==> config.mk <==
export PLATFORM = sky130hd
export DESIGN_NAME = v3alu_out
export DESIGN_NICKNAME = d
export VERILOG_FILES = /design/src/rtl/core/v3alu_pkg.sv /design/src/rtl/core/v3alu_out.sv
export SDC_FILE = /design/constraint.sdc
export NUM_CORES = 1
export LEC_CHECK = 0
export ABC_AREA = 1
export BUFFER_PORTS_ARGS = -buffer_cell sky130_fd_sc_hd__clkbuf_2
export CORE_ASPECT_RATIO = 2
export CORE_UTILIZATION = 50
export CTS_BUF_LIST = sky130_fd_sc_hd__clkbuf_4 sky130_fd_sc_hd__clkbuf_8
export DETAILED_ROUTE_END_ITERATION = 16
export PLACE_DENSITY = 0.77
export RECOVER_POWER = 25
export SETUP_SLACK_MARGIN = 0.1
export SLEW_MARGIN = 40
export SYNTH_ARGS = -nofsm -noshare
export SYNTH_HDL_FRONTEND = slang
export SYNTH_SLANG_ARGS = --single-unit
==> constraint.sdc <==
create_clock -name clk -period 8.24 [get_ports clk]
set_input_delay 0.412 -clock clk [delete_from_list [all_inputs] [get_ports clk]]
set_output_delay 0.412 -clock clk [all_outputs]
set_load 0.01 [all_outputs]
==> src/rtl/core/v3alu_pkg.sv <==
// Shared types and constants of the fixed-point 3D vector unit.
`timescale 1ns / 1ps
`default_nettype none

package v3alu_pkg;

  // Square root steps: one root bit per stage, 64-bit radicand.
  localparam int unsigned SQRT_STEPS = 32;
  // Normalise quotient is at most 2^16, so 17 quotient bits suffice.
  localparam int unsigned DIV_STEPS = 17;

  typedef enum logic [2:0] {
    OP_ADD   = 3'd0,
    OP_SUB   = 3'd1,
    OP_DOT   = 3'd2,
    OP_CROSS = 3'd3,
    OP_MAG   = 3'd4,
    OP_NORM  = 3'd5,
    OP_SCALE = 3'd6
  } opcode_t;

  typedef struct packed {
    logic [2:0]         opcode;
    logic signed [31:0] first_x;
    logic signed [31:0] first_y;
    logic signed [31:0] first_z;
    logic signed [31:0] second_x;
    logic signed [31:0] second_y;
    logic signed [31:0] second_z;
    logic signed [31:0] scale_factor;
  } item_t;

  typedef struct packed {
    logic signed [31:0] result_x;
    logic signed [31:0] result_y;
    logic signed [31:0] result_z;
    logic               saturated;
  } result_t;

  // Data that rides alongside the square root and divider stages.
  typedef struct packed {
    logic [2:0]         opcode;
    result_t            prelim;
    logic signed [31:0] vec_x;
    logic signed [31:0] vec_y;
    logic signed [31:0] vec_z;
  } side_t;

endpackage

`default_nettype wire

==> src/rtl/core/v3alu_out.sv <==
// Output register with a skid stage; holds the pipeline while the skid is full.
`timescale 1ns / 1ps
`default_nettype none

module v3alu_out
  import v3alu_pkg::*;
(
  input  logic    clk,
  input  logic    rst,
  input  logic    tail_valid,
  input  result_t tail_result,
  output logic    en,
  output logic    result_valid,
  input  logic    result_stall,
  output result_t result
);

  logic    sk_valid;
  result_t sk;

  assign en = !sk_valid;

  // Control: fill the skid on a stalled output, drain it when free
  always_ff @(posedge clk) begin
    if (rst) begin
      result_valid <= 1'b0;
      sk_valid     <= 1'b0;
    end else if (result_valid && result_stall) begin
      if (!sk_valid && tail_valid) begin
        sk_valid <= 1'b1;
      end
    end else if (sk_valid) begin
      result_valid <= 1'b1;
      sk_valid     <= 1'b0;
    end else begin
      result_valid <= tail_valid;
    end
  end

  // Payload
  always_ff @(posedge clk) begin
    if (result_valid && result_stall) begin
      if (!sk_valid) begin
        sk <= tail_result;
      end
    end else if (sk_valid) begin
      result <= sk;
    end else begin
      result <= tail_result;
    end
  end

endmodule

`default_nettype wire

==> results.sh <==
export IMPL_status="finished, violations left"
export IMPL_violations="capacitance limit, slew limit"
export IMPL_endpoint_kind="register"
export IMPL_synth_warnings=0
export IMPL_rr_startpoint="result_valid$_SDFFE_PP0N_"
export IMPL_drive_above_1_share=0.235
export IMPL_dr_pass1_iters=7
export IMPL_cts_tree="yes"
export IMPL_die_x_um=86.4
export IMPL_powerDensity_nw_per_um2=225
export IMPL_cts_hold_buffers=0
export IMPL_post_cts_setup_buffers=0
export IMPL_seq_area_frac_synth=0.823
export IMPL_crit_family="simple AND/OR/NAND/NOR gates"
export IMPL_peakVddDrop_mv=0.147
export IMPL_antenna_left=0
export IMPL_power_mw=1.93
export IMPL_hold_path_class="input pin to register"
export IMPL_diodes=0
export IMPL_finalMaxSlewViolations=55
export IMPL_r2r_end="sk[83]$_DFFE_PP_"
export IMPL_start_kind="register"
export IMPL_ys_types=12
export IMPL_clockBufferDepth=2
export IMPL_path_cells="nand2_1 -> inv_8"
export IMPL_tightest_slew_ps=2400
export IMPL_grt_start_max_net_pins=99
export IMPL_syn_avg_cell_area_um2=13.8
export IMPL_maxCapViolations=1
export IMPL_multiInputGateArea_um2=1120
export IMPL_final_setup_viol_count=0
export IMPL_dieArea_um2=14800
export IMPL_synth_fp_nets=618
export IMPL_htree_levels=4
export IMPL_worstPathRequired_ps=8320
export IMPL_clk_pin_slew_worst_paths_ps=100
export IMPL_finClkSkew_ps=8.51
export IMPL_critical_path_slowest_cell="nand2_1"
export IMPL_whs_path_depth=3
export IMPL_wl_per_cell_um=15.5
export IMPL_fin_cells=918
export IMPL_drtIter0Drc=299
export IMPL_gp_congestion=0.788
export IMPL_syn_to_final_growth_pct=20.3
export IMPL_initial_utilization=0.513
export IMPL_yosysTopAreaCell="edfxtp_1"
export IMPL_grtUsageTotal=0.201
export IMPL_yosys_area_top_type_share=0.817
export IMPL_portBuffers=199
export IMPL_setup_tns_ps=0
export IMPL_rsz0062_at_grt="false"
export IMPL_ys_ff_latch=196
export IMPL_crit_arrival_ps=3460
export IMPL_vias_per_cell=4.79
export IMPL_slowest_delay_ps=1340
export IMPL_crit_type="register to register"
export IMPL_antenna_found_initial=0
export IMPL_drc=0
export IMPL_seq_area_um2=5870
export IMPL_max_freq_mhz=296
export IMPL_crit_path_max_fanout=97
export IMPL_crit_buf_inv=1
export IMPL_r2r_setup_slack_ps=4870
export IMPL_nets=818
export IMPL_grt_overflow_total=0
export IMPL_die_y_um=171
export IMPL_yosys_top_cells_area="edfxtp_1 (82%), nand2_1 (15%), buf_2 (0.98%)"
export IMPL_cts_repair_resized=0
export IMPL_p_leak_nw=3.60
export IMPL_hold_viol=0
export IMPL_rows=61
export IMPL_min_period_over_period=0.409
export IMPL_wl_mm=14.2
export IMPL_io_pins=200
export IMPL_min_to="result_valid$_SDFFE_PP0N_"
export IMPL_min_from="tail_valid"
export IMPL_finalCriticalPeriod_ps=3370
export IMPL_relSlewSlack=-0.601
export IMPL_syn_inst=517
export IMPL_clockRootBuffer="clkbuf_8"
export IMPL_cts_buffers_inserted=17
export IMPL_syn_area_um2=7130
export IMPL_routed_via_count=4401
export IMPL_grt_pass1_wl_mm=21.7
export IMPL_cts_sinks=196
export IMPL_clk_latency_ps=450
export IMPL_dp_hpwl_mm=9.66
export IMPL_core_um2=13900
export IMPL_rr_worst_depth=2
export IMPL_grt_pass1_vias=4474
export IMPL_dp_cells=887
export IMPL_fillCellCount=1169
-- power breakdown --
group | internal [mW] | switching (mW)
Clock | 0.248 | 0.344
Combinational | 0.0500 | 0.0971
Sequential | 1.17 | 0.0210
Total | 1.47 | 0.462
-- cell families after synthesis --
logic type	count (synthesis)	share of synthesized area
AND/OR/NAND/NOR	296	0.156
flip-flops	196	0.823
buffers and inverters	24	0.0202
AO/OA/AOI/OAI	1	0.000702
-- stage by stage --
| stage | hold WS [ps] | cell area, um^2 | util | setup slack, ps |
|---|---|---|---|---|
| after global routing | 167 | 8570 | 0.617 | 4620 |
| after floorplan | 507 | 7130 | - | 2560 |
| after detailed placement | 536 | 8300 | 0.598 | 6000 |
| after global placement | 512 | 8250 | 0.594 | 5870 |
| final | 197 | 8570 | 0.617 | 4870 |
| after CTS | 161 | 8680 | 0.625 | 6050 |
-- sequential cells by signal, indices dropped and copies added (netlist names) --
| name | count |
|---|---|
| result | 97 |
| result_valid | 1 |
| sk | 97 |
| sk_valid | 1 |
-- cell type report --
class,count,area share
clock buffer,17,0.0273
multi-input combinational,297,0.130
sequential,196,0.684
tap,189,0.0276
timing repair buffer,202,0.111
inverter,3,0.00277
clock inverter,14,0.0172
-- worst max path at each step --
stage	startpoint	cells after the start	slack, ps	endpoint
floorplan	result_stall	2	2560	sk[0]$_DFFE_PP_
global placement	result_stall	3	5870	sk[79]$_DFFE_PP_
detailed placement	result_stall	3	6000	sk[77]$_DFFE_PP_
CTS	sk_valid$_SDFFE_PP0P_	2	6050	en
global route	result_valid$_SDFFE_PP0N_	2	4620	sk[83]$_DFFE_PP_
finish	result_valid$_SDFFE_PP0N_	2	4870	sk[83]$_DFFE_PP_
-- placed cells by master (no fill, tap or decap), drive strengths merged --
cell	count
inv	9
nand2	293
clkinv	4
nand3	1
clkinvlp	3
clkbuf	217
o21ai	1
nor2	2
dfxtp	2
buf	2
bufinv	1
edfxtp	194
-- metal layers --
metal  vias up  global-route usage  share of wire
met5         -                   0              0
met4         0               0.107          0.035
met3        31              0.0560          0.052
met2       165               0.346           0.53
met1      2046               0.222           0.39
li1       2159                   -              -
-- synth_stat cells --
cell,number
edfxtp_1,194
inv_4,1
o21ai_0,1
buf_2,14
buf_6,3
nand3_1,1
nor2_1,2
clkbuf_1,1
buf_4,3
inv_1,2
nand2_1,293
dfxtp_1,2
-- worst reg2reg max path: cells and delay by family (launching register included) --
kind | cells | cell delay, ps
simple gates | 1 | 1350
flops | 1 | 370
buf+inv | 1 | 1260
Note: power is estimated with default switching activity, not from simulation.
